--- config.mk ---
export PLATFORM = sky130hd
export DESIGN_NAME = i2c_register_access_sequencer_unit_flat
export DESIGN_NICKNAME = d
export VERILOG_FILES = /design/src/sv/i2c_ras_pkg.sv /design/src/sv/i2c_ras_req_if.sv /design/src/sv/i2c_ras_res_if.sv /design/src/sv/i2c_ras_front.sv /design/src/sv/i2c_ras_seq.sv /design/src/sv/i2c_ras_outbuf.sv /design/src/sv/i2c_register_access_sequencer_unit.sv /design/src/flat_wrapper.sv
export SDC_FILE = /design/constraint.sdc
export NUM_CORES = 1
export LEC_CHECK = 0
export ABC_AREA = 1
export BUFFER_PORTS_ARGS = -buffer_cell sky130_fd_sc_hd__buf_2
export CORE_MARGIN = 2
export CORE_UTILIZATION = 55
export DETAILED_ROUTE_END_ITERATION = 12
export MAX_ROUTING_LAYER = met4
export PLACE_DENSITY = 0.84
export SLEW_MARGIN = 20
export SYNTH_ARGS = -nofsm -noshare
export SYNTH_HDL_FRONTEND = slang
export SYNTH_HIERARCHICAL = 1
export SYNTH_SLANG_ARGS = --single-unit
--- constraint.sdc ---
create_clock -name clk -period 8.7 [get_ports clk]
set_input_delay 2.175 -clock clk [delete_from_list [all_inputs] [get_ports clk]]
set_output_delay 2.175 -clock clk [all_outputs]
set_load 0.05 [all_outputs]
--- src/sv/i2c_ras_pkg.sv ---
// ----------------------------------------------------------------------------
// i2c_ras_pkg: shared types and codes of the I2C register access sequencer
// Field layouts of the request and result beats, core command and status
// codes, queue sizes and the records passed between front, back and output.
// ----------------------------------------------------------------------------
package i2c_ras_pkg;

	// queue sizes
	localparam int XFER_DEPTH  = 4;
	localparam int WDATA_DEPTH = 16;
	localparam int FQ_DEPTH    = 2;
	localparam int MAX_RES     = 3;

	localparam int XQ_PW  = (XFER_DEPTH > 1) ? $clog2(XFER_DEPTH) : 1;
	localparam int XQ_CW  = $clog2(XFER_DEPTH + 1);
	localparam int WQ_PW  = (WDATA_DEPTH > 1) ? $clog2(WDATA_DEPTH) : 1;
	localparam int WQ_CW  = $clog2(WDATA_DEPTH + 1);
	localparam int WQ_SW  = WQ_CW + 1;
	localparam int WQ_DW  = (WQ_CW > 8) ? WQ_CW : 8;
	localparam int FQ_PW  = (FQ_DEPTH > 1) ? $clog2(FQ_DEPTH) : 1;
	localparam int FQ_CW  = $clog2(FQ_DEPTH + 1);
	localparam int RES_CW = $clog2(MAX_RES + 1);

	// request types
	localparam logic [1:0] REQ_XFER  = 2'd0;
	localparam logic [1:0] REQ_WBYTE = 2'd1;
	localparam logic [1:0] REQ_EVENT = 2'd2;

	// core event codes
	localparam logic [2:0] EV_START    = 3'd0;
	localparam logic [2:0] EV_ADDR_TX  = 3'd1;
	localparam logic [2:0] EV_ADDR_RX  = 3'd2;
	localparam logic [2:0] EV_BYTE_TX  = 3'd3;
	localparam logic [2:0] EV_BYTE_RX  = 3'd4;
	localparam logic [2:0] EV_NACK     = 3'd5;
	localparam logic [2:0] EV_ERROR    = 3'd6;
	localparam logic [2:0] EV_INVALID  = 3'd7;

	// core commands
	localparam logic [2:0] CMD_NONE    = 3'd0;
	localparam logic [2:0] CMD_START   = 3'd1;
	localparam logic [2:0] CMD_ADDR_W  = 3'd2;
	localparam logic [2:0] CMD_ADDR_R  = 3'd3;
	localparam logic [2:0] CMD_SEND    = 3'd4;
	localparam logic [2:0] CMD_STOP    = 3'd5;
	localparam logic [2:0] CMD_ACK_ON  = 3'd6;
	localparam logic [2:0] CMD_ACK_OFF = 3'd7;

	// status codes
	localparam logic [2:0] STAT_NONE    = 3'd0;
	localparam logic [2:0] STAT_DONE    = 3'd1;
	localparam logic [2:0] STAT_NOSLAVE = 3'd2;
	localparam logic [2:0] STAT_DROPPED = 3'd3;
	localparam logic [2:0] STAT_FAULT   = 3'd4;
	localparam logic [2:0] STAT_MISSING = 3'd5;

	typedef enum logic [3:0] {
		S_IDLE,
		S_MASTER_REQ,
		S_ADDRESSED,
		S_ADDR_TXED,
		S_REPEAT_START,
		S_REPEAT_ADDR,
		S_READING,
		S_WRITING,
		S_CLOSING
	} seq_state_t;

	typedef enum logic [1:0] {
		K_XFER,
		K_WBYTE,
		K_EVENT,
		K_OTHER
	} kind_t;

	typedef enum logic [4:0] {
		ACT_NONE,
		ACT_HOLD,
		ACT_RAISE,
		ACT_BEGIN,
		ACT_DROP,
		ACT_ENQ_XFER,
		ACT_ENQ_BYTE,
		ACT_NOSLAVE,
		ACT_ADDR_W,
		ACT_REG,
		ACT_RESTART,
		ACT_ADDR_R,
		ACT_RX_ADDR,
		ACT_RX_BYTE,
		ACT_MISSING,
		ACT_SEND,
		ACT_CLOSE
	} act_t;

	typedef struct packed {
		logic [1:0] req_type;
		logic       xfer_op;
		logic [7:0] dev_addr;
		logic [7:0] reg_addr;
		logic [7:0] byte_count;
		logic [7:0] write_byte;
		logic [2:0] event_code;
		logic [7:0] rx_byte;
	} req_t;

	typedef struct packed {
		logic [2:0] core_cmd;
		logic [7:0] cmd_byte;
		logic       read_valid;
		logic [7:0] read_byte;
		logic [2:0] status;
		logic       last;
	} res_t;

	typedef struct packed {
		logic       op;
		logic [7:0] dev_addr;
		logic [7:0] reg_addr;
		logic [7:0] byte_count;
	} xfer_t;

	typedef struct packed {
		kind_t      kind;
		xfer_t      xfer;
		logic [7:0] wbyte;
		logic [2:0] ev;
		logic [7:0] rx;
	} item_t;

	typedef struct packed {
		logic  valid;
		item_t item;
	} fq_head_t;

	typedef struct packed {
		logic                      load;
		logic [RES_CW-1:0]         n;
		res_t [MAX_RES-1:0]        slot;
	} res_bundle_t;

	function automatic res_t mk_res(input logic [2:0] cmd, input logic [7:0] cb,
			input logic rv, input logic [7:0] rb, input logic [2:0] st);
		res_t r;
		r.core_cmd   = cmd;
		r.cmd_byte   = cb;
		r.read_valid = rv;
		r.read_byte  = rb;
		r.status     = st;
		r.last       = 1'b0;
		return r;
	endfunction

endpackage

--- src/sv/i2c_ras_req_if.sv ---
// ----------------------------------------------------------------------------
// i2c_ras_req_if: request channel
// Valid/ready channel carrying one request beat of the sequencer.
// ----------------------------------------------------------------------------
interface i2c_ras_req_if import i2c_ras_pkg::*; ();
	logic valid;
	logic ready;
	req_t data;

	modport source (output valid, output data, input ready);
	modport sink (input valid, input data, output ready);
endinterface

--- src/sv/i2c_ras_res_if.sv ---
// ----------------------------------------------------------------------------
// i2c_ras_res_if: result channel
// Valid/ready channel carrying one result beat (core command and status).
// ----------------------------------------------------------------------------
interface i2c_ras_res_if import i2c_ras_pkg::*; ();
	logic valid;
	logic ready;
	res_t data;

	modport source (output valid, output data, input ready);
	modport sink (input valid, input data, output ready);
endinterface

--- src/sv/i2c_ras_front.sv ---
// ----------------------------------------------------------------------------
// i2c_ras_front: request intake
// Accepts request beats, classifies them and holds them in a short queue
// until the sequencer takes them.
// ----------------------------------------------------------------------------
module i2c_ras_front import i2c_ras_pkg::*; (
	input  logic         clk,
	input  logic         arst_n,
	i2c_ras_req_if.sink  req,
	input  logic         pop,
	output fq_head_t     head
);

	item_t             cls;
	item_t             fq_q [FQ_DEPTH];
	logic [FQ_PW-1:0]  rd_q;
	logic [FQ_PW-1:0]  wr_q;
	logic [FQ_CW-1:0]  cnt_q;
	logic              push;
	logic              take;

	always_comb begin
		cls.xfer.op         = req.data.xfer_op;
		cls.xfer.dev_addr   = req.data.dev_addr;
		cls.xfer.reg_addr   = req.data.reg_addr;
		// a zero count runs as one byte
		cls.xfer.byte_count = (req.data.byte_count == 8'd0) ? 8'd1 : req.data.byte_count;
		cls.wbyte           = req.data.write_byte;
		cls.ev              = req.data.event_code;
		cls.rx              = req.data.rx_byte;
		unique case (req.data.req_type)
			REQ_XFER:  cls.kind = K_XFER;
			REQ_WBYTE: cls.kind = K_WBYTE;
			REQ_EVENT: cls.kind = (req.data.event_code == EV_INVALID) ? K_OTHER : K_EVENT;
			default:   cls.kind = K_OTHER;
		endcase
	end

	assign req.ready  = (cnt_q != FQ_CW'(FQ_DEPTH));
	assign push       = req.valid && req.ready;
	assign head.valid = (cnt_q != '0);
	assign head.item  = fq_q[rd_q];
	assign take       = pop && head.valid;

	always_ff @(posedge clk or negedge arst_n) begin
		if (!arst_n) begin
			rd_q  <= '0;
			wr_q  <= '0;
			cnt_q <= '0;
		end else begin
			if (push) begin
				wr_q <= (wr_q == FQ_PW'(FQ_DEPTH - 1)) ? '0 : wr_q + 1'b1;
			end
			if (take) begin
				rd_q <= (rd_q == FQ_PW'(FQ_DEPTH - 1)) ? '0 : rd_q + 1'b1;
			end
			if (push && !take) begin
				cnt_q <= cnt_q + 1'b1;
			end else if (take && !push) begin
				cnt_q <= cnt_q - 1'b1;
			end
		end
	end

	always_ff @(posedge clk) begin
		if (push) begin
			fq_q[wr_q] <= cls;
		end
	end

endmodule

--- src/sv/i2c_ras_seq.sv ---
// ----------------------------------------------------------------------------
// i2c_ras_seq: transfer sequencer
// Holds the transfer and write data queues and the I2C sequence state, and
// turns each request into up to three result beats for the output buffer.
// ----------------------------------------------------------------------------
module i2c_ras_seq import i2c_ras_pkg::*; (
	input  logic        clk,
	input  logic        arst_n,
	input  fq_head_t    head,
	output logic        pop,
	input  logic        can_load,
	output res_bundle_t bundle
);

	item_t             it;
	act_t              act;

	seq_state_t        state_q, state_d;
	logic              busy_q, busy_d;
	logic              op_q, op_d;
	logic [7:0]        dev_q, dev_d;
	logic [7:0]        reg_q, reg_d;
	logic [7:0]        left_q, left_d;
	logic              fault_q, fault_d;

	xfer_t             xq_q [XFER_DEPTH];
	logic [XQ_PW-1:0]  xq_rd_q, xq_rd_d, xq_wr_q, xq_wr_d;
	logic [XQ_CW-1:0]  xq_cnt_q, xq_cnt_d;
	logic              xq_push;

	logic [7:0]        wq_q [WDATA_DEPTH];
	logic [WQ_PW-1:0]  wq_rd_q, wq_rd_d, wq_wr_q, wq_wr_d;
	logic [WQ_CW-1:0]  wq_cnt_q, wq_cnt_d;
	logic              wq_push;

	logic [7:0]        left_dec;
	logic              next_ok;
	logic              does_next;
	xfer_t             nxt;
	logic [WQ_CW-1:0]  drop_n;
	logic [WQ_SW-1:0]  drop_sum;

	logic [RES_CW-1:0] n;
	res_t [MAX_RES-1:0] slot;

	assign it       = head.item;
	assign pop      = head.valid && can_load;
	assign left_dec = left_q - 8'd1;
	assign next_ok  = (xq_cnt_q != '0);
	assign nxt      = xq_q[xq_rd_q];

	// classify the request against the current sequence state
	always_comb begin
		act = ACT_NONE;
		if (fault_q) begin
			act = ACT_HOLD;
		end else begin
			unique case (it.kind)
				K_XFER: begin
					if (!busy_q) act = ACT_BEGIN;
					else if (xq_cnt_q == XQ_CW'(XFER_DEPTH)) act = ACT_DROP;
					else act = ACT_ENQ_XFER;
				end
				K_WBYTE: begin
					act = (wq_cnt_q == WQ_CW'(WDATA_DEPTH)) ? ACT_DROP : ACT_ENQ_BYTE;
				end
				K_EVENT: begin
					if (busy_q) begin
						if (it.ev == EV_ERROR) begin
							act = ACT_RAISE;
						end else if (it.ev == EV_NACK) begin
							act = (!op_q && state_q == S_ADDRESSED) ? ACT_NOSLAVE : ACT_RAISE;
						end else begin
							unique case (state_q)
								S_MASTER_REQ:   if (it.ev == EV_START) act = ACT_ADDR_W;
								S_ADDRESSED:    if (it.ev == EV_ADDR_TX) act = ACT_REG;
								S_ADDR_TXED:    if (it.ev == EV_BYTE_TX) act = ACT_RESTART;
								S_REPEAT_START: if (it.ev == EV_START) act = ACT_ADDR_R;
								S_REPEAT_ADDR:  if (it.ev == EV_ADDR_RX) act = ACT_RX_ADDR;
								S_READING:      if (it.ev == EV_BYTE_RX) act = ACT_RX_BYTE;
								S_WRITING: begin
									if (it.ev == EV_BYTE_TX) begin
										act = (wq_cnt_q == '0) ? ACT_MISSING : ACT_SEND;
									end
								end
								S_CLOSING:      act = ACT_CLOSE;
								default:        act = ACT_NONE;
							endcase
						end
					end
				end
				default: act = ACT_NONE;
			endcase
		end
	end

	assign does_next = (act == ACT_NOSLAVE) || (act == ACT_MISSING) || (act == ACT_CLOSE)
		|| ((act == ACT_RX_BYTE) && (left_dec == 8'd0));

	// bytes discarded after an address NACK: the smaller of bytes left and fill
	always_comb begin
		if (WQ_DW'(left_q) < WQ_DW'(wq_cnt_q)) drop_n = WQ_CW'(left_q);
		else drop_n = wq_cnt_q;
		drop_sum = WQ_SW'(wq_rd_q) + WQ_SW'(drop_n);
		if (drop_sum >= WQ_SW'(WDATA_DEPTH)) drop_sum = drop_sum - WQ_SW'(WDATA_DEPTH);
	end

	// next state
	always_comb begin
		state_d  = state_q;
		busy_d   = busy_q;
		op_d     = op_q;
		dev_d    = dev_q;
		reg_d    = reg_q;
		left_d   = left_q;
		fault_d  = fault_q;
		xq_rd_d  = xq_rd_q;
		xq_wr_d  = xq_wr_q;
		xq_cnt_d = xq_cnt_q;
		wq_rd_d  = wq_rd_q;
		wq_wr_d  = wq_wr_q;
		wq_cnt_d = wq_cnt_q;
		xq_push  = 1'b0;
		wq_push  = 1'b0;
		unique case (act)
			ACT_RAISE: fault_d = 1'b1;
			ACT_ENQ_XFER: begin
				xq_push  = 1'b1;
				xq_wr_d  = (xq_wr_q == XQ_PW'(XFER_DEPTH - 1)) ? '0 : xq_wr_q + 1'b1;
				xq_cnt_d = xq_cnt_q + 1'b1;
			end
			ACT_ENQ_BYTE: begin
				wq_push  = 1'b1;
				wq_wr_d  = (wq_wr_q == WQ_PW'(WDATA_DEPTH - 1)) ? '0 : wq_wr_q + 1'b1;
				wq_cnt_d = wq_cnt_q + 1'b1;
			end
			ACT_NOSLAVE: begin
				wq_rd_d  = WQ_PW'(drop_sum);
				wq_cnt_d = wq_cnt_q - drop_n;
			end
			ACT_ADDR_W:  state_d = S_ADDRESSED;
			ACT_REG:     state_d = op_q ? S_ADDR_TXED : S_WRITING;
			ACT_RESTART: state_d = S_REPEAT_START;
			ACT_ADDR_R:  state_d = S_REPEAT_ADDR;
			ACT_RX_ADDR: state_d = S_READING;
			ACT_RX_BYTE: left_d = left_dec;
			ACT_SEND: begin
				wq_rd_d  = (wq_rd_q == WQ_PW'(WDATA_DEPTH - 1)) ? '0 : wq_rd_q + 1'b1;
				wq_cnt_d = wq_cnt_q - 1'b1;
				left_d   = left_dec;
				if (left_dec == 8'd0) state_d = S_CLOSING;
			end
			default: ;
		endcase
		if (does_next) begin
			busy_d  = 1'b0;
			state_d = S_IDLE;
			if (next_ok) begin
				xq_rd_d  = (xq_rd_q == XQ_PW'(XFER_DEPTH - 1)) ? '0 : xq_rd_q + 1'b1;
				xq_cnt_d = xq_cnt_q - 1'b1;
				op_d     = nxt.op;
				dev_d    = nxt.dev_addr;
				reg_d    = nxt.reg_addr;
				left_d   = nxt.byte_count;
				busy_d   = 1'b1;
				state_d  = S_MASTER_REQ;
			end
		end
		if (act == ACT_BEGIN) begin
			op_d    = it.xfer.op;
			dev_d   = it.xfer.dev_addr;
			reg_d   = it.xfer.reg_addr;
			left_d  = it.xfer.byte_count;
			busy_d  = 1'b1;
			state_d = S_MASTER_REQ;
		end
	end

	// result beats
	always_comb begin
		n    = '0;
		slot = '0;
		unique case (act) inside
			ACT_HOLD, ACT_RAISE: begin
				slot[n] = mk_res(CMD_NONE, 8'd0, 1'b0, 8'd0, STAT_FAULT);
				n = n + 1'b1;
			end
			ACT_DROP: begin
				slot[n] = mk_res(CMD_NONE, 8'd0, 1'b0, 8'd0, STAT_DROPPED);
				n = n + 1'b1;
			end
			ACT_BEGIN: begin
				slot[n] = mk_res(CMD_ACK_ON, 8'd0, 1'b0, 8'd0, STAT_NONE);
				n = n + 1'b1;
				slot[n] = mk_res(CMD_START, 8'd0, 1'b0, 8'd0, STAT_NONE);
				n = n + 1'b1;
			end
			ACT_NOSLAVE: begin
				slot[n] = mk_res(CMD_STOP, 8'd0, 1'b0, 8'd0, STAT_NOSLAVE);
				n = n + 1'b1;
			end
			ACT_ADDR_W: begin
				if (op_q) begin
					slot[n] = mk_res(CMD_ACK_ON, 8'd0, 1'b0, 8'd0, STAT_NONE);
					n = n + 1'b1;
				end
				slot[n] = mk_res(CMD_ADDR_W, dev_q, 1'b0, 8'd0, STAT_NONE);
				n = n + 1'b1;
			end
			ACT_REG: begin
				slot[n] = mk_res(CMD_SEND, reg_q, 1'b0, 8'd0, STAT_NONE);
				n = n + 1'b1;
			end
			ACT_RESTART: begin
				slot[n] = mk_res(CMD_START, 8'd0, 1'b0, 8'd0, STAT_NONE);
				n = n + 1'b1;
			end
			ACT_ADDR_R: begin
				slot[n] = mk_res(CMD_ADDR_R, dev_q, 1'b0, 8'd0, STAT_NONE);
				n = n + 1'b1;
			end
			ACT_RX_ADDR: begin
				// single byte read: NACK it from the start
				if (left_q == 8'd1) begin
					slot[n] = mk_res(CMD_ACK_OFF, 8'd0, 1'b0, 8'd0, STAT_NONE);
					n = n + 1'b1;
				end
			end
			ACT_RX_BYTE: begin
				if (left_dec == 8'd1) begin
					slot[n] = mk_res(CMD_ACK_OFF, 8'd0, 1'b1, it.rx, STAT_NONE);
				end else if (left_dec == 8'd0) begin
					slot[n] = mk_res(CMD_STOP, 8'd0, 1'b1, it.rx, STAT_DONE);
				end else begin
					slot[n] = mk_res(CMD_NONE, 8'd0, 1'b1, it.rx, STAT_NONE);
				end
				n = n + 1'b1;
			end
			ACT_MISSING: begin
				slot[n] = mk_res(CMD_STOP, 8'd0, 1'b0, 8'd0, STAT_MISSING);
				n = n + 1'b1;
			end
			ACT_SEND: begin
				slot[n] = mk_res(CMD_SEND, wq_q[wq_rd_q], 1'b0, 8'd0, STAT_NONE);
				n = n + 1'b1;
				if (left_dec == 8'd0) begin
					slot[n] = mk_res(CMD_STOP, 8'd0, 1'b0, 8'd0, STAT_NONE);
					n = n + 1'b1;
				end
			end
			ACT_CLOSE: begin
				slot[n] = mk_res(CMD_NONE, 8'd0, 1'b0, 8'd0, STAT_DONE);
				n = n + 1'b1;
			end
			default: ;
		endcase
		// chain straight into the next queued transfer
		if (does_next && next_ok) begin
			slot[n] = mk_res(CMD_ACK_ON, 8'd0, 1'b0, 8'd0, STAT_NONE);
			n = n + 1'b1;
			slot[n] = mk_res(CMD_START, 8'd0, 1'b0, 8'd0, STAT_NONE);
			n = n + 1'b1;
		end
		if (n != '0) begin
			slot[n - 1'b1].last = 1'b1;
		end
	end

	assign bundle.load = pop;
	assign bundle.n    = n;
	assign bundle.slot = slot;

	always_ff @(posedge clk or negedge arst_n) begin
		if (!arst_n) begin
			state_q  <= S_IDLE;
			busy_q   <= 1'b0;
			op_q     <= 1'b0;
			dev_q    <= 8'd0;
			reg_q    <= 8'd0;
			left_q   <= 8'd0;
			fault_q  <= 1'b0;
			xq_rd_q  <= '0;
			xq_wr_q  <= '0;
			xq_cnt_q <= '0;
			wq_rd_q  <= '0;
			wq_wr_q  <= '0;
			wq_cnt_q <= '0;
		end else if (pop) begin
			state_q  <= state_d;
			busy_q   <= busy_d;
			op_q     <= op_d;
			dev_q    <= dev_d;
			reg_q    <= reg_d;
			left_q   <= left_d;
			fault_q  <= fault_d;
			xq_rd_q  <= xq_rd_d;
			xq_wr_q  <= xq_wr_d;
			xq_cnt_q <= xq_cnt_d;
			wq_rd_q  <= wq_rd_d;
			wq_wr_q  <= wq_wr_d;
			wq_cnt_q <= wq_cnt_d;
		end
	end

	always_ff @(posedge clk) begin
		if (pop && xq_push) begin
			xq_q[xq_wr_q] <= it.xfer;
		end
		if (pop && wq_push) begin
			wq_q[wq_wr_q] <= it.wbyte;
		end
	end

	a_fault_sticky: assert property (@(posedge clk) disable iff (!arst_n)
		fault_q |=> fault_q)
		else $error("fault cleared without reset");

	a_idle_busy: assert property (@(posedge clk) disable iff (!arst_n)
		busy_q != (state_q == S_IDLE))
		else $error("busy flag disagrees with sequence state");

	a_idle_queue_empty: assert property (@(posedge clk) disable iff (!arst_n)
		!busy_q |-> (xq_cnt_q == '0))
		else $error("transfers queued while sequencer idle");

	a_wq_bound: assert property (@(posedge clk) disable iff (!arst_n)
		wq_cnt_q <= WQ_CW'(WDATA_DEPTH))
		else $error("write data fill count overflow");

endmodule

--- src/sv/i2c_ras_outbuf.sv ---
// ----------------------------------------------------------------------------
// i2c_ras_outbuf: result buffer
// Holds a request's result beats; hands one out per cycle while res is ready.
// ----------------------------------------------------------------------------
module i2c_ras_outbuf import i2c_ras_pkg::*; (
	input  logic          clk,
	input  logic          arst_n,
	input  res_bundle_t   bundle,
	output logic          can_load,
	i2c_ras_res_if.source res
);

	res_t [MAX_RES-1:0] slot_q;
	logic [RES_CW-1:0]  head_q;
	logic [RES_CW-1:0]  left_q;
	logic               take;

	assign res.valid = (left_q != '0);
	assign res.data  = slot_q[head_q];
	assign take      = res.valid && res.ready;
	// refill as the last beat leaves
	assign can_load  = (left_q == '0) || ((left_q == RES_CW'(1)) && res.ready);

	always_ff @(posedge clk or negedge arst_n) begin
		if (!arst_n) begin
			head_q <= '0;
			left_q <= '0;
		end else if (bundle.load) begin
			head_q <= '0;
			left_q <= bundle.n;
		end else if (take) begin
			head_q <= head_q + 1'b1;
			left_q <= left_q - 1'b1;
		end
	end

	always_ff @(posedge clk) begin
		if (bundle.load) begin
			slot_q <= bundle.slot;
		end
	end

	a_load_when_free: assert property (@(posedge clk) disable iff (!arst_n)
		bundle.load |-> can_load)
		else $error("result buffer overwritten while beats pending");

	a_last_marks_final: assert property (@(posedge clk) disable iff (!arst_n)
		res.valid |-> (res.data.last == (left_q == RES_CW'(1))))
		else $error("last flag not on the final beat of a request");

	a_slot_bound: assert property (@(posedge clk) disable iff (!arst_n)
		({1'b0, head_q} + {1'b0, left_q}) <= (RES_CW + 1)'(MAX_RES))
		else $error("result buffer index beyond its slots");

endmodule

--- src/sv/i2c_register_access_sequencer_unit.sv ---
// ----------------------------------------------------------------------------
// i2c_register_access_sequencer_unit: I2C register read/write sequencer
// Queues register transfers and steps an I2C master core through them.
// ----------------------------------------------------------------------------
// Usage:
//   req carries host requests: queue a transfer, push a write data byte, or
//   report a core event. res carries core commands, received bytes and
//   status; last marks the final result beat of each request beat.
//   A request beat enters a two-entry intake queue, so req stays ready while
//   results wait. The sequencer takes one request per cycle from that queue
//   whenever the output buffer can load, and loads its zero to three result
//   beats into it. The buffer hands out its beats in order while res is
//   ready, and loads the next request's beats as its last beat leaves.
//   Requests with no result (queued data, unexpected events) load no beats
//   and do not hold up the next request.
//   While res is stalled, results hold in the buffer, the intake queue fills
//   and then req drops ready.
//   Reset empties all queues, clears the fault and returns to idle. After
//   a fault every request answers with a fault status until reset.
// ----------------------------------------------------------------------------
module i2c_register_access_sequencer_unit import i2c_ras_pkg::*; (
	input  logic          clk,
	input  logic          arst_n,
	i2c_ras_req_if.sink   req,
	i2c_ras_res_if.source res
);

	fq_head_t    head;
	logic        pop;
	logic        can_load;
	res_bundle_t bundle;

	i2c_ras_front u_front (
		.clk    (clk),
		.arst_n (arst_n),
		.req    (req),
		.pop    (pop),
		.head   (head)
	);

	i2c_ras_seq u_seq (
		.clk      (clk),
		.arst_n   (arst_n),
		.head     (head),
		.pop      (pop),
		.can_load (can_load),
		.bundle   (bundle)
	);

	i2c_ras_outbuf u_outbuf (
		.clk      (clk),
		.arst_n   (arst_n),
		.bundle   (bundle),
		.can_load (can_load),
		.res      (res)
	);

endmodule
--- src/flat_wrapper.sv ---
// flat-port wrapper written by rule: the top's interface ports become plain ports
module i2c_register_access_sequencer_unit_flat import i2c_ras_pkg::*;
  (clk, arst_n, req_valid, req_data, req_ready, res_valid, res_data, res_ready);
  i2c_ras_req_if req_i ();
  i2c_ras_res_if res_i ();
  input  logic clk;
  input  logic arst_n;
  input wire logic [$bits(req_i.valid)-1:0] req_valid;
  input wire logic [$bits(req_i.data)-1:0] req_data;
  output wire logic [$bits(req_i.ready)-1:0] req_ready;
  output wire logic [$bits(res_i.valid)-1:0] res_valid;
  output wire logic [$bits(res_i.data)-1:0] res_data;
  input wire logic [$bits(res_i.ready)-1:0] res_ready;
  assign req_i.valid = req_valid;
  assign req_i.data = req_data;
  assign req_ready = req_i.ready;
  assign res_valid = res_i.valid;
  assign res_data = res_i.data;
  assign res_i.ready = res_ready;
  i2c_register_access_sequencer_unit u_core (.clk(clk), .arst_n(arst_n), .req(req_i), .res(res_i));
endmodule
==> flow_summary.json, run 1 <==
{
  "portBuffers": 75,
  "grt_usage_pct": 24.79,
  "dieArea_um2": 38720,
  "reg2reg_to": "u_core/u_seq/wq_cnt_q[4]",
  "drc": 0,
  "grt-ovfl-total": 0,
  "diodes": 0,
  "p_total_mw": 6.249,
  "finalCritPeriodShare_pct": 52.49,
  "worst-r2r-cell-count": 24,
  "coreArea_um2": 36610,
  "hold-worst-slack_ps": 478.1,
  "criticalPathCategory": "register to primary output",
  "clkPwrFrac_pct": 28.6,
  "finalCriticalPeriod_ps": 4567,
  "drv_cap": 0,
  "vias_per_cell": 5.739,
  "drv_slew": 0,
  "cts_tree": "done",
  "rsz0062_at_grt": "no",
  "powerDensity_nw_per_um2": 280.4,
  "tightest_slew_ps": 1010,
  "seqPwrFrac_pct": 47.6,
  "hold_viol_final": 0,
  "p_comb_share_pct": 23.8,
  "hold-path-endpoint": "u_core/u_seq/dev_q[4]",
  "clk_path_buf_depth": 3,
  "area_growth_pct": 9.029,
  "leakage_nw": 9.011,
  "cts_made_buffers": 45,
  "end_kind": "primary output",
  "cpLargestDelayFamily": "buffers and inverters",
  "grt_start_max_net_pins": 81,
  "crit_path_top_delay_cell": "dfrtp_1",
  "arrival_ps": 2390,
  "fmax_ghz": 0.2190,
  "setup_viol": 0,
  "ys_types": 53,
  "antenna_left": 0,
  "netlist.area_leader.share_pct": 57.59,
  "cts_resized": 0,
  "pin_count": 76,
  "hp-class": "register to register",
  "avgSynthCellArea_um2": 10.75,
  "path_cells": "inv_4 > nand3_1 > o21ai_1 > buf_2",
  "met1_length_mm": 19.34,
  "r2r_slack_ps": 4220,
  "wl_per_cell_um": 18.68,
  "worst-path-max-fanout": 49,
  "worstSkewPairLatency_ps": 560,
  "ys_seq_area_share_pct": 64.81,
  "die_w_um": 196.8,
  "vdd_drop_max_uv": 203.2,
  "switching_share_pct": 33.64,
  "top_layer_used": "met4",
  "holdPathStages": 2,
  "vias": 14070,
  "tns_ps": 0,
  "grt_pass1_vias": 13420,
  "root_buffer": "clkbuf_16",
  "synthFlopType": "edfxtp_1",
  "yosys-top-cells-area": "edfxtp_1, nand2_1, dfrtp_1",
  "hpwlAfterDp_mm": 30.74,
  "drt_first_pass_iters": 7,
  "syn_inst": 1902,
  "pre_cts_ws_ps": 3719,
  "cp-start-kind": "register",
  "synth_area_um2": 20440,
  "clk_pin_slew_ps": 60,
  "intPower_mw": 4.147,
  "grt_pass1_wl_mm": 72.34,
  "holdBufCountCts": 0,
  "synth-edff-count": 392,
  "num-fill-cells": 2803,
  "timing.rr.start": "u_core/u_front/rd_q",
  "finalNetCount": 2033,
  "synthArstFlopShare_pct": 13.08,
  "status": "finished, final reports clean",
  "fin_ws_ps": 4133,
  "antenna_found_initial": 0,
  "wl_met3_mm": 4.297,
  "routed_wl_mm": 45.81,
  "yosys.area.top_type": "edfxtp_1",
  "cts_setup_buffers": 0,
  "drive_above_1_share_pct": 11.49,
  "ys_warn_count": 6,
  "critPathMaxStageDelay_ps": 670,
  "cts_max_level": 2,
  "place.gp.congestion": 0.9709,
  "skew_ps": 19.90,
  "fp-row-count": 70,
  "cts_sinks": 451,
  "power.switching_mw": 2.102,
  "initial_core_util_pct": 55.83,
  "drt_iter0_markers": 1686,
  "cp.buffers_inverters": 2,
  "crit_start": "u_core/u_outbuf/head_q[0]",
  "synth-seq-cells": 451,
  "required_ps": 6530,
  "dr_wl_met2_mm": 20.91,
  "slew_headroom_pct": 32.64,
  "die_y_um": 196.8,
  "min_from": "u_core/u_seq/dev_q[4]"
}
cells by family (layout without fill, tap and decap cells):
| logic type | count (synthesis) | count (layout) | share of synthesized area [%] |
|---|---|---|---|
| DFF | 451 | 451 | 64.81 |
| adders and majority gates | 33 | 33 | 2.093 |
| buffers and inverters | 253 | 302 | 6.078 |
| xor gates and xnor gates | 14 | 14 | 0.5998 |
| AOI/OAI and AO/OA | 303 | 303 | 8.612 |
| other | 1 | 34 | 0.01835 |
| and+or+nand+nor | 847 | 847 | 17.79 |
synth_stat cells (all sizes together), types with 2 or more instances:
| cell type | number |
|---|---|
| edfxtp | 392 |
| nand2 | 522 |
| nand4 | 19 |
| o211ai | 5 |
| xnor2 | 4 |
| a31oi | 2 |
| a22oi | 16 |
| ha | 31 |
| a21oi | 65 |
| nand3b | 10 |
| o311ai | 4 |
| o22ai | 25 |
| a32oi | 8 |
| o21ai | 163 |
| xor2 | 10 |
| inv | 127 |
| clkbuf | 48 |
| nand3 | 98 |
| nor3 | 10 |
| and3 | 3 |
| clkinv | 4 |
| buf | 74 |
| a32o | 12 |
| nor2 | 182 |
| or2 | 2 |
| dfrtp | 59 |
| fa | 2 |
worst max path at each step:
stage / endpoint / slack (ps) / cells past startpoint
final: res_data[21] / 4130 / 4
after global routing: u_core/u_seq/wq_cnt_q[4] / 3820 / 24
after detailed placement: u_core/u_seq/wq_cnt_q[1] / 3720 / 11
after CTS: res_data[6] / 3970 / 4
after floorplan: u_core/u_front/fq_q[0][0] / 4000 / 2
after global placement: u_core/u_seq/wq_q[2][1] / 3880 / 9
area by class of cell:
class / count / area, um2 / share of cell area, %
sequential: 451 / 13250 / 59.45
multi-input combinational: 1231 / 6100 / 27.37
clock buffer: 59 / 1200 / 5.384
tap: 468 / 585.6 / 2.627
inverter: 131 / 499.2 / 2.240
timing repair buffer: 90 / 488.0 / 2.190
clock inverter: 22 / 163.9 / 0.7355
worst register-to-register path, cell delays in order (launching register included):
cell	delay, ps
dfrtp_1	360
buf_4	280
inv_2	680
nand2_1	160
nand2_1	210
inv_1	110
nand2_1	110
nor2_1	50
nand2_1	50
nand2_1	60
nor2_1	80
nand2_1	110
nand2_2	170
nand2_1	90
nor2_2	150
nand2_4	110
or3_1	330
ha_1	220
fa_1	420
nor2_1	140
a211oi_1	70
or2_1	250
nand3_1	80
nand2_1	60
nand2_1	60
flip-flops by register name, indices dropped and copies added (netlist names), 2 cells and up:
signal and count:
u_core/u_front/fq_q 92, u_core/u_seq/wq_rd_q 4, u_core/u_seq/wq_wr_q 4, u_core/u_seq/xq_cnt_q 3, u_core/u_front/cnt_q 2, u_core/u_seq/wq_q 128, u_core/u_outbuf/slot_q 72, u_core/u_outbuf/left_q 2
u_core/u_seq/state_q 4, u_core/u_outbuf/head_q 2, u_core/u_seq/dev_q 8, u_core/u_seq/xq_q 100, u_core/u_seq/left_q 8, u_core/u_seq/xq_wr_q 2, u_core/u_seq/xq_rd_q 2, u_core/u_seq/wq_cnt_q 5
u_core/u_seq/reg_q 8
layer usage:
layer	vias to the layer above	track usage (%)
li1	6569	-
met5	-	-
met1	6732	34.73
met3	91	4.843
met2	680	36.54
met4	0	8.661
power by group through the flow:
stage	sequential [mW]	combinational, mW	clock (mW)
after floorplan	2.96	1.14	0
after global placement	3.00	1.45	0
after detailed placement	3.02	1.49	0
after CTS	2.98	1.49	1.81
after global routing	3.00	1.63	1.89
final	2.97	1.49	1.78
cells in the final DEF (no fill, tap or decap), types with 8 or more instances in the layout:
cell / instances
nor2_2: 14
nand3_2: 15
a22oi_1: 16
a32o_1: 12
inv_1: 115
clkbuf_1: 13
o21ai_0: 133
clkinv_1: 10
dfrtp_1: 57
o22ai_1: 25
buf_2: 75
edfxtp_1: 392
ha_1: 31
nand4_1: 17
nand2_1: 509
nor2_1: 164
a32oi_1: 8
nand3_1: 83
clkbuf_16: 46
nand3b_1: 10
buf_4: 15
inv_2: 10
o21ai_1: 20
a21oi_1: 64
conb_1: 34
o21ai_2: 10
nor3_1: 9
xor2_1: 10
through the flow:
stage               cell area, um2  utilization, %  std cells
finish                       22290           60.87       2452
global route                 22290           60.87       2452
CTS                          22290           60.87       2452
detailed placement           20920           57.15       2371
global placement             20920           57.15       2371
floorplan                    20560               -       1935
Power figures use the tool's default switching activity.
==> inputs of run 2 (changes only) <==
Settings changed: PLACE_DENSITY 0.84 to 0.87.
Clock period 8.7 ns to 3.8 ns, I/O delays scaled along.
==> flow_summary.json, run 2 (synthesis results as in run 1) <==
{
  "timing.rr.start": "u_core/u_front/rd_q",
  "diodes": 0,
  "end_kind": "register",
  "root_buffer": "clkbuf_16",
  "skew_ps": 17.32,
  "powerDensity_nw_per_um2": 646.8,
  "hp-class": "register to register",
  "hold_viol_final": 0,
  "wl_per_cell_um": 18.79,
  "power.switching_mw": 4.830,
  "finalNetCount": 2064,
  "criticalPathCategory": "register to register",
  "die_w_um": 196.8,
  "place.gp.congestion": 0.9313,
  "die_y_um": 196.8,
  "fmax_ghz": 0.2892,
  "setup_viol": 0,
  "pre_cts_ws_ps": 290.3,
  "reg2reg_to": "u_core/u_seq/wq_cnt_q[4]",
  "grt_pass1_vias": 13860,
  "grt_pass1_wl_mm": 73.23,
  "leakage_nw": 9.235,
  "intPower_mw": 9.824,
  "min_from": "u_core/u_seq/reg_q[2]",
  "coreArea_um2": 36610,
  "area_growth_pct": 10.84,
  "vias_per_cell": 5.780,
  "r2r_slack_ps": 340,
  "largest_register_ffs": 128,
  "cts_max_level": 2,
  "worstSkewPairLatency_ps": 560,
  "grt_start_max_net_pins": 94,
  "portBuffers": 75,
  "cp-start-kind": "register",
  "p_comb_share_pct": 23.4,
  "reg.largest.list": "u_core/u_seq/wq_q (128), u_core/u_seq/xq_q (100), u_core/u_front/fq_q (92)",
  "final_common_cell": "nand2_1",
  "cts_made_buffers": 44,
  "drv_cap": 0,
  "drt_first_pass_iters": 5,
  "pin_count": 76,
  "arrival_ps": 3960,
  "p_total_mw": 14.65,
  "required_ps": 4300,
  "vias": 14360,
  "routed_wl_mm": 46.69,
  "drc": 0,
  "initial_core_util_pct": 55.83,
  "grt-ovfl-total": 0,
  "finalCriticalPeriod_ps": 3458,
  "fp-row-count": 70,
  "clk_pin_slew_ps": 60,
  "antenna_left": 0,
  "worst-path-max-fanout": 9,
  "clkPwrFrac_pct": 30.2,
  "worst-r2r-cell-count": 23,
  "drt_iter0_markers": 1796,
  "tightest_slew_ps": 985.0,
  "grt_usage_pct": 24.92,
  "slew_headroom_pct": 34.33,
  "switching_share_pct": 32.96,
  "regMostFlops": "u_core/u_seq/wq_q",
  "dieArea_um2": 38720,
  "final_cell_mix": "nand2_1, edfxtp_1, nor2_1",
  "status": "finished, final reports clean",
  "hpwlAfterDp_mm": 31.27,
  "cts_sinks": 451,
  "hold-path-endpoint": "u_core/u_seq/reg_q[2]",
  "antenna_found_initial": 0,
  "holdPathStages": 2,
  "cts_tree": "done",
  "drive_above_1_share_pct": 12.99,
  "finalCritPeriodShare_pct": 91.01,
  "vdd_drop_max_uv": 462.0,
  "fin_ws_ps": 341.8,
  "seqPwrFrac_pct": 46.4,
  "clk_path_buf_depth": 3,
  "drv_slew": 0,
  "rsz0062_at_grt": "no",
  "tns_ps": 0
}
[run 2: worst max path at each step]
stage	startpoint	endpoint	slack, ps
2_1_floorplan	u_core/u_front/rd_q	u_core/u_seq/xq_q[0][0]	130
3_3_place_gp	u_core/u_front/rd_q	u_core/u_seq/wq_cnt_q[4]	390
6_report	u_core/u_front/rd_q	u_core/u_seq/wq_cnt_q[4]	340
4_1_cts	u_core/u_front/rd_q	u_core/u_seq/wq_cnt_q[4]	280
3_5_place_dp	u_core/u_front/rd_q	u_core/u_seq/wq_cnt_q[4]	290
5_1_grt	u_core/u_front/rd_q	u_core/u_seq/wq_cnt_q[4]	20
[run 2: through the flow]
step | instances | hold WS [ps] | cell area [um2] | util (%)
final | 2485 | 479.6 | 22660 | 61.89
after global routing | 2485 | 508.6 | 22660 | 61.89
after CTS | 2483 | 479.0 | 22640 | 61.83
after detailed placement | 2401 | 464.2 | 21160 | 57.80
after global placement | 2401 | 458.5 | 21160 | 57.80
after floorplan | 1935 | 441.9 | 20560 | -
[run 2: area by class of cell]
type,count,area [um2]
Tap cell,468,585.6
Clock inverter,20,257.7
Fill cell,2732,13950
Sequential cell,451,13250
Timing Repair Buffer,122,740.7
Inverter,131,499.2
Clock buffer,62,1219
Multi-Input combinational cell,1231,6105
[run 2: critical path, stage by stage, from the launching register on]
cell and delay [ps]:
dfrtp_2 460, inv_2 110, nand2_1 60, nand2_1 150, inv_1 120, nand2_1 110
nor2_1 40, nand2_1 50, nand2_1 50, nor2_1 80, nand2_1 90, nand2_2 150
nand2_1 110, nor2_4 130, nand2_4 100, or3_1 320, ha_1 220, fa_1 420
nor2_1 120, a211oi_1 60, or2_1 250, nand3_1 70, nand2_1 50, nand2_1 50
[run 2: per-layer routing]
| metal | global-route usage, % | wire length [um] | vias up |
|---|---|---|---|
| met3 | 5.390 | 4562 | 131 |
| met4 | 8.521 | 1527 | 0 |
| li1 | - | - | 6632 |
| met5 | - | 0 | - |
| met2 | 39.72 | 22160 | 786 |
| met1 | 31.97 | 18440 | 6815 |
[run 2: power by group through the flow]
stage | Clock, mW | Combinational [mW] | Sequential, mW
2_1_floorplan | 0 | 2.61 | 6.79
3_3_place_gp | 0 | 3.31 | 6.86
3_5_place_dp | 0 | 3.42 | 6.90
4_1_cts | 4.48 | 3.43 | 6.80
5_1_grt | 4.66 | 3.73 | 6.86
6_report | 4.42 | 3.44 | 6.79
[run 2: timing repair]
action / in CTS / in global routing
setup endpoints to repair: 0 / 1
hold buffers: 0 / 0
buffers inserted: 0 / 2
gates resized for setup: 0 / 2
==> inputs of run 3 (changes only) <==
==> constraint.sdc (replaced) <==
create_clock -name clk -period 3.8 [get_ports clk]
set_input_delay 0.95 -clock clk [delete_from_list [all_inputs] [get_ports clk]]
set_output_delay 0.95 -clock clk [all_outputs]
set_load 0.02 [all_outputs]
==> flow_summary.json, run 3 (synthesis results as in run 1) <==
{
  "clk_path_buf_depth": 3,
  "dieArea_um2": 38720,
  "wl_per_cell_um": 18.88,
  "reg2reg_to": "u_core/u_seq/wq_cnt_q[4]",
  "drc": 0,
  "routed_wl_mm": 46.74,
  "grt_start_max_net_pins": 84,
  "cts_sinks": 451,
  "arrival_ps": 3980,
  "final_cell_mix": "nand2_1, edfxtp_1, nor2_1",
  "hp-class": "input port to async pin",
  "p_total_mw": 14.23,
  "crit_end": "u_core/u_seq/wq_cnt_q[4]",
  "critPathMaxStageDelay_ps": 460,
  "largest_register_ffs": 128,
  "die_w_um": 196.8,
  "tns_ps": 0,
  "leakage_nw": 9.234,
  "crit_top_cell": "nand2_1",
  "drv_cap": 0,
  "multi_input_area_um2": 6100,
  "grt_pass1_wl_mm": 73.24,
  "final_area_um2": 22650,
  "criticalPathCategory": "register to register",
  "finalCriticalPeriod_ps": 3525,
  "drive_above_1_share_pct": 12.90,
  "hold_viol_final": 0,
  "vias": 14290,
  "grt_usage_pct": 24.93,
  "timing.rr.start": "u_core/u_front/rd_q",
  "worst-path-max-fanout": 9,
  "diodes": 0,
  "clk_pin_slew_ps": 60,
  "grt-ovfl-total": 0,
  "fin_cells": 2476,
  "cp-start-kind": "register",
  "hpwlAfterDp_mm": 30.73,
  "clkPwrFrac_pct": 31.6,
  "intPower_mw": 9.889,
  "drv_slew": 0,
  "crit_start": "u_core/u_front/rd_q",
  "grt_pass1_vias": 13680,
  "powerDensity_nw_per_um2": 628.1,
  "slew_headroom_pct": 34.75,
  "cpLargestDelayFamily": "simple AND/OR/NAND/NOR gates",
  "finalNetCount": 2061,
  "num-fill-cells": 2697,
  "vdd_drop_max_uv": 422.0,
  "finalCritPeriodShare_pct": 92.76,
  "portBuffers": 75,
  "power.switching_mw": 4.338,
  "seqPwrFrac_pct": 47.7,
  "place_area_um2": 21160,
  "antenna_left": 0,
  "fmax_ghz": 0.2837,
  "cts_tree": "done",
  "vias_per_cell": 5.771,
  "seq_area_um2": 13250,
  "crit_path_top_delay_cell": "dfrtp_2",
  "holdBufCountCts": 0,
  "dp_cells": 2399,
  "drt_iter0_markers": 1790,
  "antenna_found_initial": 0,
  "root_buffer": "clkbuf_16",
  "cp.depth": 22,
  "place.gp.congestion": 0.9280,
  "status": "finished, final reports clean",
  "drt_first_pass_iters": 5,
  "initial_core_util_pct": 55.83,
  "end_kind": "register",
  "switching_share_pct": 30.49,
  "die_y_um": 196.8,
  "required_ps": 4250,
  "pin_count": 76,
  "p_comb_share_pct": 20.7,
  "cp.buffers_inverters": 2,
  "r2r_slack_ps": 280,
  "setup_viol": 0,
  "rsz0062_at_grt": "no",
  "final_common_cell": "nand2_1",
  "tightest_slew_ps": 977.7,
  "worstSkewPairLatency_ps": 570,
  "fp-row-count": 70,
  "worst-r2r-cell-count": 22,
  "cts_max_level": 2,
  "coreArea_um2": 36610,
  "skew_ps": 20.31,
  "area_growth_pct": 10.82,
  "reg.largest.list": "u_core/u_seq/wq_q (128), u_core/u_seq/xq_q (100), u_core/u_front/fq_q (92)",
  "cts_made_buffers": 44,
  "path_cells": "inv_2 > nand2_1 > nand2_1 > inv_1 > nand2_1 > nor2_1 > nand2_1 > nand2_1 > nor2_1 > nand2_1 > nand2_2 > nand2_1 > nor2_2 > nand2_4 > or3_1 > ha_1 > fa_1 > nor2_1 > a211oi_1 > or2_1 > nand4_1 > nand2_1",
  "regMostFlops": "u_core/u_seq/wq_q"
}
## run 3: cell count changes in the layout (fill, tap and decap cells not counted), sizes merged
| cell | previous run | this run |
|---|---|---|
| bufinv | 5 | 6 |
| clkinv | 14 | 12 |
| buf | 122 | 119 |
| clkbuf | 62 | 57 |
## run 3: power groups by stage
stage               Clock [mW]  Combinational, mW  Sequential (mW)
finish                    4.50               2.95             6.78
global route              4.74               3.24             6.84
CTS                       4.55               2.95             6.78
detailed placement           0               2.93             6.88
global placement             0               2.82             6.84
floorplan                    0               2.11             6.79
## run 3: metrics by stage
step / utilization, % / hold WS (ps) / setup slack [ps]
finish: 61.87 / 403.9 / 275.3
floorplan: - / 441.9 / 125.3
global route: 61.87 / 435.9 / 6.426
CTS: 61.85 / 401.3 / 262.3
global placement: 57.79 / 456.4 / 389.2
detailed placement: 57.79 / 464.7 / 265.6
## run 3: repair_timing
item,in CTS,in global routing
gates resized for setup,0,1
endpoints found under the hold margin,0,0
setup buffers,0,1
setup endpoints to repair,0,1
## run 3: worst min-delay path by stage
stage,slack (ps),end,cells past startpoint
after floorplan,440,u_core/u_seq/dev_q[0],2
after global placement,460,u_core/u_seq/reg_q[0],2
after detailed placement,460,u_core/u_seq/dev_q[6],2
after CTS,400,u_core/u_seq/wq_cnt_q[4],2
after global routing,440,u_core/u_seq/wq_cnt_q[2],2
final,400,u_core/u_seq/wq_cnt_q[2],2
## run 3: cell type report
type / count / area share (%)
flip-flops and latches: 451 / 58.50
multi-input cells: 1231 / 26.93
clock buffers: 57 / 5.347
repair buffers: 119 / 3.226
well taps: 468 / 2.585
inverters: 131 / 2.204
clock inverters: 19 / 1.215
## run 3: per-layer routing
layer | vias to the layer above | GRT usage [%] | share of wire, %
met2 | 724 | 39.81 | 48
met3 | 113 | 3.542 | 7.9
met4 | 0 | 7.407 | 3.1
met1 | 6836 | 33.66 | 41
met5 | - | - | 0
li1 | 6616 | - | -
